`src/hw/rtl/bcvm_pkg.sv`:
```
// Shared types, constants and helper functions of the boot chain verifier.
// No dependencies; every other file of the block refers to this package.
package bcvm_pkg;

   // request modes
   localparam logic [1:0] MODE_BYTE  = 2'd0;
   localparam logic [1:0] MODE_END   = 2'd1;
   localparam logic [1:0] MODE_START = 2'd2;

   // configuration register indexes
   localparam logic CSR_SIGNING_KEY  = 1'b0;
   localparam logic CSR_INITIAL_MEAS = 1'b1;

   localparam logic [63:0] FNV_BASIS = 64'hcbf29ce484222325;
   localparam logic [63:0] KEY_RESET = 64'hA5A5F00DDEADBEEF;

   // stage and boot counters saturate at the lesser of MAX_STAGES and 255
   localparam int MAX_STAGES = 255;
   localparam logic [7:0] COUNT_CAP = 8'((MAX_STAGES < 255) ? MAX_STAGES : 255);

   // extension folds eight bytes of the old measurement and eight of the hash
   localparam int EXT_ROUNDS = 16;

   typedef struct packed {
      logic [1:0]  mode;
      logic [7:0]  code_byte;
      logic [63:0] expected_signature;
   } req_type;

   typedef struct packed {
      logic [7:0]  stage_index;
      logic        stage_reached;
      logic        stage_pass;
      logic [63:0] measurement_value;
      logic [7:0]  stages_booted;
      logic        chain_halted;
   } rsp_type;

   // controller to datapath
   typedef struct packed {
      logic fold_byte;
      logic start_chain;
      logic stage_end;
      logic rsp_now;
      logic ext_step;
      logic ext_last;
   } cmd_type;

   // datapath to controller
   typedef struct packed {
      logic sig_match;
      logic halted;
   } status_type;

   // FNV-1a step; multiply by 2^40 + 0x1b3 done as shift-add
   function automatic logic [63:0] fnv_fold(input logic [63:0] h, input logic [7:0] b);
      logic [63:0] x;
      x = h ^ {56'd0, b};
      return x + (x << 1) + (x << 4) + (x << 5) + (x << 7) + (x << 8) + (x << 40);
   endfunction

   function automatic logic [7:0] sat_inc(input logic [7:0] v);
      return (v < COUNT_CAP) ? v + 8'd1 : COUNT_CAP;
   endfunction

endpackage

```
`src/hw/rtl/boot_chain_verify_and_measure.sv`:
```
// Top level of the boot chain verifier with measured boot.
// Instantiates bcvm_ctrl and bcvm_dp; types and constants from bcvm_pkg.
//
// Code-byte requests (mode 0) fold one byte into a 64-bit FNV-1a image hash
// and are taken one per cycle while no extension runs; start-chain requests
// (mode 2) and the unused mode 3 give no result. An end-of-stage request
// (mode 1) checks (hash ^ signing_key) against the expected signature and
// gives one result. A failed stage, or any stage after the chain halted, is
// answered straight from the accept cycle. A passing stage goes on from the
// accept cycle into 16 rounds of the single shared FNV fold unit that extend
// the measurement register over its old eight bytes and the eight hash
// bytes, low byte first. Results sit in an output register; code bytes keep
// flowing while a result waits, and only the next end-of-stage request
// stalls until the result register is free. Configuration writes (index 0
// signing key, index 1 initial measurement) take effect at once and are
// meant for idle periods. The initial measurement is loaded by a start-chain
// request; after reset the measurement register is zero.
module boot_chain_verify_and_measure (
   input  logic               clock,
   input  logic               reset,
   // request channel
   input  logic               req_valid,
   output logic               req_ready,
   input  bcvm_pkg::req_type  req_data,
   // result channel
   output logic               rsp_valid,
   input  logic               rsp_ready,
   output bcvm_pkg::rsp_type  rsp_data,
   // configuration writes
   input  logic               csr_write_enable,
   input  logic               csr_index,
   input  logic [63:0]        csr_write_data
);

   bcvm_pkg::cmd_type    cmd;
   bcvm_pkg::status_type status;

   // sequencing: handshake, extension round counter, result valid
   bcvm_ctrl u_ctrl (
      .clock     (clock),
      .reset     (reset),
      .req_valid (req_valid),
      .req_mode  (req_data.mode),
      .req_ready (req_ready),
      .rsp_valid (rsp_valid),
      .rsp_ready (rsp_ready),
      .status    (status),
      .cmd       (cmd)
   );

   // hash, measurement, counters, config registers, result payload
   bcvm_dp u_dp (
      .clock            (clock),
      .reset            (reset),
      .req_data         (req_data),
      .cmd              (cmd),
      .status           (status),
      .rsp_data         (rsp_data),
      .csr_write_enable (csr_write_enable),
      .csr_index        (csr_index),
      .csr_write_data   (csr_write_data)
   );

endmodule

```
`src/hw/rtl/bcvm_ctrl.sv`:
```
// Controller of the boot chain verifier: request handshake, extension
// sequencing and result valid. Depends on bcvm_pkg.
module bcvm_ctrl (
   input  logic                  clock,
   input  logic                  reset,
   input  logic                  req_valid,
   input  logic [1:0]            req_mode,
   output logic                  req_ready,
   output logic                  rsp_valid,
   input  logic                  rsp_ready,
   input  bcvm_pkg::status_type  status,
   output bcvm_pkg::cmd_type     cmd
);

   localparam logic ST_IDLE   = 1'b0;
   localparam logic ST_EXTEND = 1'b1;
   localparam int   RW        = $clog2(bcvm_pkg::EXT_ROUNDS);
   localparam logic [RW-1:0] ROUND_LAST = RW'(bcvm_pkg::EXT_ROUNDS - 1);

   logic          state_ff, state_in;
   logic [RW-1:0] round_ff, round_in;
   logic          rsp_valid_ff, rsp_valid_in;

   always_comb begin
      cmd          = '0;
      state_in     = state_ff;
      round_in     = round_ff;
      rsp_valid_in = rsp_valid_ff && !rsp_ready;
      // only an end-of-stage request needs the result register free
      req_ready    = (state_ff == ST_IDLE) &&
                     (req_mode != bcvm_pkg::MODE_END || !rsp_valid_ff || rsp_ready);
      case (state_ff)
         ST_IDLE: begin
            if (req_valid && req_ready) begin
               case (req_mode)
                  bcvm_pkg::MODE_BYTE: begin
                     cmd.fold_byte = 1'b1;
                  end
                  bcvm_pkg::MODE_END: begin
                     cmd.stage_end = 1'b1;
                     if (!status.halted && status.sig_match) begin
                        state_in = ST_EXTEND;
                        round_in = '0;
                     end else begin
                        cmd.rsp_now  = 1'b1;
                        rsp_valid_in = 1'b1;
                     end
                  end
                  bcvm_pkg::MODE_START: begin
                     cmd.start_chain = 1'b1;
                  end
                  default: begin
                  end
               endcase
            end
         end
         ST_EXTEND: begin
            cmd.ext_step = 1'b1;
            round_in     = round_ff + RW'(1);
            if (round_ff == ROUND_LAST) begin
               cmd.ext_last = 1'b1;
               state_in     = ST_IDLE;
               rsp_valid_in = 1'b1;
            end
         end
         default: begin
            state_in = ST_IDLE;
         end
      endcase
   end

   always_ff @(posedge clock) begin
      if (reset) begin
         state_ff     <= ST_IDLE;
         round_ff     <= '0;
         rsp_valid_ff <= 1'b0;
      end else begin
         state_ff     <= state_in;
         round_ff     <= round_in;
         rsp_valid_ff <= rsp_valid_in;
      end
   end

   assign rsp_valid = rsp_valid_ff;

endmodule

```
`src/hw/rtl/bcvm_dp.sv`:
```
// Datapath of the boot chain verifier: hash, measurement, counters, config
// registers, shared FNV fold unit and result register. Depends on bcvm_pkg.
module bcvm_dp (
   input  logic                  clock,
   input  logic                  reset,
   input  bcvm_pkg::req_type     req_data,
   input  bcvm_pkg::cmd_type     cmd,
   output bcvm_pkg::status_type  status,
   output bcvm_pkg::rsp_type     rsp_data,
   input  logic                  csr_write_enable,
   input  logic                  csr_index,
   input  logic [63:0]           csr_write_data
);

   logic [63:0]  key_ff, key_in;
   logic [63:0]  init_ff, init_in;
   logic [63:0]  hash_ff, hash_in;
   logic [63:0]  meas_ff, meas_in;
   logic [7:0]   booted_ff, booted_in;
   logic [7:0]   stage_ff, stage_in;
   logic         halted_ff, halted_in;
   logic [63:0]  ext_hash_ff, ext_hash_in;
   logic [127:0] ext_bytes_ff, ext_bytes_in;
   logic [7:0]   idx_hold_ff, idx_hold_in;
   bcvm_pkg::rsp_type rsp_ff, rsp_in;

   logic [63:0]  fold_h, fold_out;
   logic [7:0]   fold_b;

   // one fold unit: image bytes when idle, extension bytes otherwise
   assign fold_h   = cmd.ext_step ? ext_hash_ff : hash_ff;
   assign fold_b   = cmd.ext_step ? ext_bytes_ff[7:0] : req_data.code_byte;
   assign fold_out = bcvm_pkg::fnv_fold(fold_h, fold_b);

   assign status.sig_match = ((hash_ff ^ key_ff) == req_data.expected_signature);
   assign status.halted    = halted_ff;

   always_comb begin
      key_in       = key_ff;
      init_in      = init_ff;
      hash_in      = hash_ff;
      meas_in      = meas_ff;
      booted_in    = booted_ff;
      stage_in     = stage_ff;
      halted_in    = halted_ff;
      ext_hash_in  = ext_hash_ff;
      ext_bytes_in = ext_bytes_ff;
      idx_hold_in  = idx_hold_ff;
      rsp_in       = rsp_ff;

      if (csr_write_enable) begin
         case (csr_index)
            bcvm_pkg::CSR_SIGNING_KEY:  key_in  = csr_write_data;
            bcvm_pkg::CSR_INITIAL_MEAS: init_in = csr_write_data;
            default: begin
            end
         endcase
      end

      if (cmd.fold_byte) begin
         hash_in = fold_out;
      end

      if (cmd.start_chain) begin
         hash_in   = bcvm_pkg::FNV_BASIS;
         meas_in   = init_ff;
         booted_in = '0;
         stage_in  = '0;
         halted_in = 1'b0;
      end

      if (cmd.stage_end) begin
         idx_hold_in  = stage_ff;
         stage_in     = bcvm_pkg::sat_inc(stage_ff);
         hash_in      = bcvm_pkg::FNV_BASIS;
         ext_hash_in  = bcvm_pkg::FNV_BASIS;
         // old measurement bytes first, low byte first, then the hash
         ext_bytes_in = {hash_ff, meas_ff};
         if (!halted_ff) begin
            if (status.sig_match) begin
               booted_in = bcvm_pkg::sat_inc(booted_ff);
            end else begin
               halted_in = 1'b1;
            end
         end
      end

      // failed or unreached stage: result right away
      if (cmd.rsp_now) begin
         rsp_in.stage_index       = stage_ff;
         rsp_in.stage_reached     = !halted_ff;
         rsp_in.stage_pass        = 1'b0;
         rsp_in.measurement_value = meas_ff;
         rsp_in.stages_booted     = booted_ff;
         rsp_in.chain_halted      = 1'b1;
      end

      if (cmd.ext_step) begin
         ext_hash_in  = fold_out;
         ext_bytes_in = ext_bytes_ff >> 8;
      end

      if (cmd.ext_last) begin
         meas_in                  = fold_out;
         rsp_in.stage_index       = idx_hold_ff;
         rsp_in.stage_reached     = 1'b1;
         rsp_in.stage_pass        = 1'b1;
         rsp_in.measurement_value = fold_out;
         rsp_in.stages_booted     = booted_ff;
         rsp_in.chain_halted      = halted_ff;
      end
   end

   always_ff @(posedge clock) begin
      if (reset) begin
         key_ff    <= bcvm_pkg::KEY_RESET;
         init_ff   <= '0;
         hash_ff   <= bcvm_pkg::FNV_BASIS;
         meas_ff   <= '0;
         booted_ff <= '0;
         stage_ff  <= '0;
         halted_ff <= 1'b0;
      end else begin
         key_ff    <= key_in;
         init_ff   <= init_in;
         hash_ff   <= hash_in;
         meas_ff   <= meas_in;
         booted_ff <= booted_in;
         stage_ff  <= stage_in;
         halted_ff <= halted_in;
      end
   end

   always_ff @(posedge clock) begin
      ext_hash_ff  <= ext_hash_in;
      ext_bytes_ff <= ext_bytes_in;
      idx_hold_ff  <= idx_hold_in;
      rsp_ff       <= rsp_in;
   end

   assign rsp_data = rsp_ff;

endmodule

```
`config.mk`:
```
export PLATFORM = sky130hd
export DESIGN_NAME = boot_chain_verify_and_measure
export DESIGN_NICKNAME = d
export VERILOG_FILES = /design/src/hw/rtl/bcvm_pkg.sv /design/src/hw/rtl/boot_chain_verify_and_measure.sv /design/src/hw/rtl/bcvm_ctrl.sv /design/src/hw/rtl/bcvm_dp.sv
export SDC_FILE = /design/constraint.sdc
export NUM_CORES = 2
export LEC_CHECK = 0
export BUFFER_PORTS_ARGS = -buffer_cell sky130_fd_sc_hd__buf_2
export CAP_MARGIN = 20
export CORE_MARGIN = 3
export CORE_UTILIZATION = 40
export DETAILED_ROUTE_END_ITERATION = 7
export GPL_ROUTABILITY_DRIVEN = 0
export GPL_TIMING_DRIVEN = 0
export HOLD_SLACK_MARGIN = 0.15
export PLACE_DENSITY_LB_ADDON = 0.25
export SETUP_SLACK_MARGIN = 0.2
export SLEW_MARGIN = 40
export SYNTH_ARGS = -nofsm -noshare
export SYNTH_HDL_FRONTEND = slang
export SYNTH_SLANG_ARGS = --single-unit
```
`constraint.sdc`:
```
create_clock -name clock -period 9.5 [get_ports clock]
set_clock_uncertainty 0.15 [all_clocks]
set_input_delay 0.95 -clock clock [delete_from_list [all_inputs] [get_ports clock]]
set_output_delay 0.95 -clock clock [all_outputs]
set_load 0.02 [all_outputs]
```
## Word-level counts from Yosys, hierarchy flattened

Index checks and enable logic that the tools add are counted.

- Flip-flop bits (word level): 562

- Add/subtract/negate cells: 9
- $lt $le $gt $ge: 2
- Equality and inequality tests: 8
- Multiplexer cells: 44
- Bitwise gates (word level): 4
- Reduce and logical (&&, ||, !) cells: 18

Operators by type and width:

| operator | number |
|---|---|
| $add A64 B64 Y64 | 6 |
| $mux W64 | 5 |
| $mux W120 | 2 |
| $mux W83 | 2 |
| $mux W8 | 9 |
| $eq A64 B64 Y1 | 1 |
| $xor A64 B64 Y64 | 1 |
| $xor A64 B8 Y64 | 1 |
| $mux W4 | 5 |
| $add A8 B1 Y8 const B | 2 |
| $lt A8 B8 Y1 const B | 2 |
| $mux W1 | 16 |
| $pmux W4 S2 | 1 |
| $reduce_bool A2 Y1 | 4 |
| $ne A2 B2 Y1 const B | 3 |
| $add A4 B1 Y4 const B | 1 |
| $eq A4 B4 Y1 const B | 1 |
| $logic_and A1 B1 Y1 | 4 |
| $mux W2 | 2 |
| $pmux W1 S2 | 2 |
| $reduce_and A2 Y1 | 2 |
| $logic_not A1 Y1 | 3 |
| $reduce_and A3 Y1 | 1 |
| $reduce_or A3 Y1 | 1 |
| other kinds (6) | 8 |

## Longest topological paths before layout

- Word-level depth: 12
- Mapped depth: 28
- Mapped depth without buffers: 23

## Cells and area by module

Synthesis repeated with hierarchy kept, for this count alone.

- Cell total of the unflattened synthesis: 3,499
- Area total of the unflattened synthesis: 34,720.8 µm²

By module, submodules not included:

| module | times used | cells each | area each (µm²) |
|---|---|---|---|
| bcvm_dp | 1 | 3,462 | 34,361.7 |
| bcvm_ctrl | 1 | 37 | 359.1 |

## Worst setup path after synthesis

Ideal clock, no wire load.

- Kind: flip-flop to flip-flop
- Start: reg u_ctrl.state_ff
- End: reg u_dp.ext_hash_ff[63], data pin
- Setup time: 268 ps
- Arrival time: 6,886 ps
- Data required time: 9,082 ps
- Setup slack: 2,197 ps
- Stages on the path, launching flop included: 27
- Path buffers: 7
- Period minus slack after synthesis: 7,303 ps
- Cell sequence: dfxtp_1 buf_2 buf_4 clkbuf_1 clkbuf_1 clkbuf_1 clkbuf_1 mux2i_1 fa_1 inv_1 fa_1 inv_1 fa_1 inv_1 ha_1 ha_1 buf_2 nand4_1 nor2_1 a41oi_2 a21oi_2 nor3_4 or4_4 a21oi_4 mux2_4 nor4_4 nand2_1

- Word-level cells in the longest chain between the ends: 10
- Elaborated cells between the ends (all ways): 11
- Classes of those cells: add/sub: 6; mux: 4; bitwise: 1

RTL lines:

| what | RTL line | RTL |
|---|---|---|
| start, declared | bcvm_ctrl.sv:20 | `logic state_ff, state_in;` |
| start signal, assigned | bcvm_ctrl.sv:78 | `state_ff <= state_in;` |
| $mux W2 (*) | bcvm_ctrl.sv:32 | `case (state_ff)` |
| $mux W64 or $mux W8 (tied branches) | bcvm_dp.sv:31, bcvm_dp.sv:32 |  |
| $xor A64 B8 Y64 | bcvm_pkg.sv:58 | `x = h ^ {56'd0, b};` |
| $add A64 B64 Y64 (6 in a row) | bcvm_pkg.sv:59 | `return x + (x << 1) + (x << 4) + (x << 5) + (x << 7) + (x << 8) + (x << 40);` |
| $mux W64 (*) | bcvm_dp.sv:98 | `if (cmd.ext_step) begin` |
| end signal, assigned | bcvm_dp.sv:135 | `ext_hash_ff <= ext_hash_in;` |
| end, declared | bcvm_dp.sv:22 | `logic [63:0] ext_hash_ff, ext_hash_in;` |

Mark *: on every way between the ends. The rest lies on a longest branch, timed or not.
A chain may end at the register's enable or synchronous reset.

==> results.json <==
{
  "outcome": "complete, no violations",
  "rrSetupSlack_ns": 0.57,
  "fin_area_mm2": 0.03945,
  "synth_fa_ha_area_frac": 0.1758,
  "die_y_um": 300.4,
  "cts_tree": "yes",
  "yosys_warnings": 0,
  "cts_sinks": 562,
  "synth_top_cell_area_share": 0.2364,
  "synth_area_mm2": 0.03468,
  "rr_startpoint": "u_ctrl.state_ff",
  "cts_buffers": 52,
  "r2r.worst_path.cells": 25,
  "top_layer_used": "met5",
  "holdBufCountCts": 0,
  "syn_area_per_cell_um2": 9.616,
  "slowest_stage": "o31ai_1",
  "critPathKind": "register to register",
  "grt_max_degree": 43,
  "core_mm2": 0.08555,
  "root_buffer": "clkbuf_16",
  "vias_per_cell": 5.506,
  "synth_compound_area_frac": 0.1033,
  "synthTopCellsByArea": "edfxtp_1, dfxtp_1, fa_1, nand2_1, xnor2_1",
  "antennaDiodeCount": 0,
  "dpl-instance-area_mm2": 0.03772,
  "syn_inst": 3606,
  "cp-end-kind": "register",
  "route.met2.wl_um": 54980,
  "portBuffers": 227,
  "drt_iter0_markers": 3234,
  "dr_total_vias": 28050,
  "final_cell_mix": "nand2_1, inv_1, dfxtp_1",
  "grtUsageTotal": 0.2681,
  "path_max_fanout": 10,
  "dieArea_mm2": 0.09026,
  "routedWlPerCell_um": 24.20,
  "fin_crit_sh": 0.9399,
  "final_common_cell": "nand2_1",
  "min_delay_worst_endpoint": "u_dp.init_ff[12]",
  "drc": 0,
  "synth_edf_count": 273,
  "hold_viol": 0,
  "met1_length_um": 52330,
  "rsz0062_at_grt": "no",
  "ios": 229,
  "maxSlewHeadroom": 0.3588,
  "drtAntennaViolNets": 0,
  "start_util": 0.4053,
  "h-tree-depth": 2,
  "synth_simple_gate_area_frac": 0.1502,
  "utilization": 0.4611,
  "grt_pass1_vias": 26720,
  "setup_violations": 0,
  "crit_path_start_kind": "register",
  "cp.arrival_ns": 9.06,
  "synth_xor_area_frac": 0.06185,
  "crit_required_ns": 9.63,
  "wl_um": 123300,
  "cpPeakStageDelay_ns": 0.58,
  "min_period_ns": 8.929,
  "yosysTopAreaCell": "edfxtp_1",
  "synth_top_family_by_area": "adder cells",
  "die_x_um": 300.4,
  "async_flop_share": 0,
  "nets": 4394,
  "drive_above_1_share": 0.1322,
  "report.final.slew_viol_count": 0,
  "yosysUniqueCellTypes": 90,
  "synth_mux_area_frac": 0.04456,
  "clk_pin_slew_ns": 0.06,
  "grt.overflow.total": 0,
  "synth_nets": 4094,
  "drv_cap": 0,
  "worstMarginPinSlew_ns": 0.9618,
  "hold_class": "register to register",
  "clk_path_buf_depth": 3,
  "grt_pass1_wl_um": 177100,
  "ys_seq_elements": 562,
  "wl_met3_um": 12960,
  "antenna_found_initial": 6,
  "rows": 107,
  "ys.flop_type": "dfxtp_1",
  "syn_to_final_growth_pct": 13.75,
  "dr.pass1.iters": 5,
  "final.setup.tns_ns": 0,
  "dp_hpwl_um": 100100,
  "hold_depth": 2,
  "clk_latency_ns": 0.59,
  "clock.fmax_mhz": 112.0,
  "hp-start": "u_dp.init_ff[12]",
  "ys_seq_area_frac": 0.4033,
  "crit_top_cell": "buf_2",
  "timing.rr.end": "u_dp.rsp_data[69]"
}
[cell families (layout without fill, tap and decap cells)]
group	Yosys count	in the layout
DFF	562	562
and+or+nand+nor	1177	1177
adders and majority gates	355	355
xor gates and xnor gates	244	244
buffers and inverters	557	901
muxes	140	140
AOI/OAI and AO/OA	571	571
[routing by layer]
metal,up-vias,track usage
met5,-,0
met4,4,0.05580
met3,187,0.05797
met2,1383,0.4171
met1,13910,0.3849
li1,12570,-
[worst max path at each step]
| stage | slack, ns | to | cells after the start | from |
|---|---|---|---|---|
| floorplan | 2.20 | u_dp.ext_hash_ff[63] | 26 | u_ctrl.state_ff |
| global placement | -1.01 | u_dp.rsp_data[51] | 25 | u_ctrl.state_ff |
| detailed placement | -0.13 | u_dp.rsp_data[58] | 26 | u_ctrl.state_ff |
| CTS | 0.31 | u_dp.rsp_data[58] | 26 | u_ctrl.state_ff |
| global route | 0.29 | u_dp.rsp_data[69] | 25 | u_ctrl.state_ff |
| finish | 0.57 | u_dp.rsp_data[69] | 25 | u_ctrl.state_ff |
[through the flow]
stage	hold WS (ns)	setup WS [ns]	instances
detailed placement	0.2967	-0.1313	4995
floorplan	0.2829	2.197	3606
global route	0.3210	0.2918	5094
CTS	0.3055	0.3128	5093
global placement	0.2916	-1.014	4977
finish	0.3061	0.5706	5094
[synth_stat cells, drive strengths merged, types with 5 or more instances]
cell type and count:
and4 5, and3 36, xor2 47, nor4 17
a311oi 9, o21bai 12, clkbuf 150, a211oi 40
nand3b 39, and2 72, a22o 26, a41oi 7
mux2 100, o21ai 92, nor3 20, a21o 45
nand3 34, mux2i 40, dfxtp 289, nor2b 8
o21a 6, nand2 785, ha 120, a21boi 6
buf 37, a21oi 258, nor2 101, nand4 31
o31ai 7, maj3 11, edfxtp 273, inv 368
xnor2 197, a31oi 9, fa 224, nand2b 13
o211ai 17
[critical path, delay by kind of cell, from the launching register on]
| kind | cells | cell delay (ns) |
|---|---|---|
| AO/OA/AOI/OAI | 6 | 2.12 |
| multiplexers | 1 | 0.51 |
| AND/OR/NAND/NOR | 3 | 0.71 |
| flip-flops | 1 | 0.31 |
| adder cells (fa/ha/maj) | 5 | 1.88 |
| buffers and inverters | 10 | 2.89 |
[registers in the layout, summed over array words and instances (netlist names)]
register	flops
u_dp.meas_ff	64
u_dp.idx_hold_ff	8
u_dp.hash_ff	64
u_dp.halted_ff	1
u_dp.booted_ff	8
u_dp.rsp_data	83
u_dp.stage_ff	8
u_dp.init_ff	64
u_dp.ext_hash_ff	64
u_dp.ext_bytes_ff	128
u_ctrl.round_ff	4
u_dp.key_ff	64
u_ctrl.state_ff	1
u_ctrl.rsp_valid	1
[layout make-up]
cell class                 count  area, µm²
tap                         1144       1431
clock inverter                 5      33.78
timing repair buffer         246       1420
inverter                     370       1389
fill                        8292      46100
sequential                   562      13980
buffer                       187      757.0
multi-input combinational   2487      18810
clock buffer                  93       1622
[repair_timing]
item	4_1_cts	5_1_grt
gates cloned	0	0
setup buffers	0	0
pin swaps	0	0
endpoints found under the setup margin	22	17
resized for setup	2	8
Power is left out: the tool's default activity adds up to more than one toggle a clock period on the data nets, which glitch-free logic cannot reach.
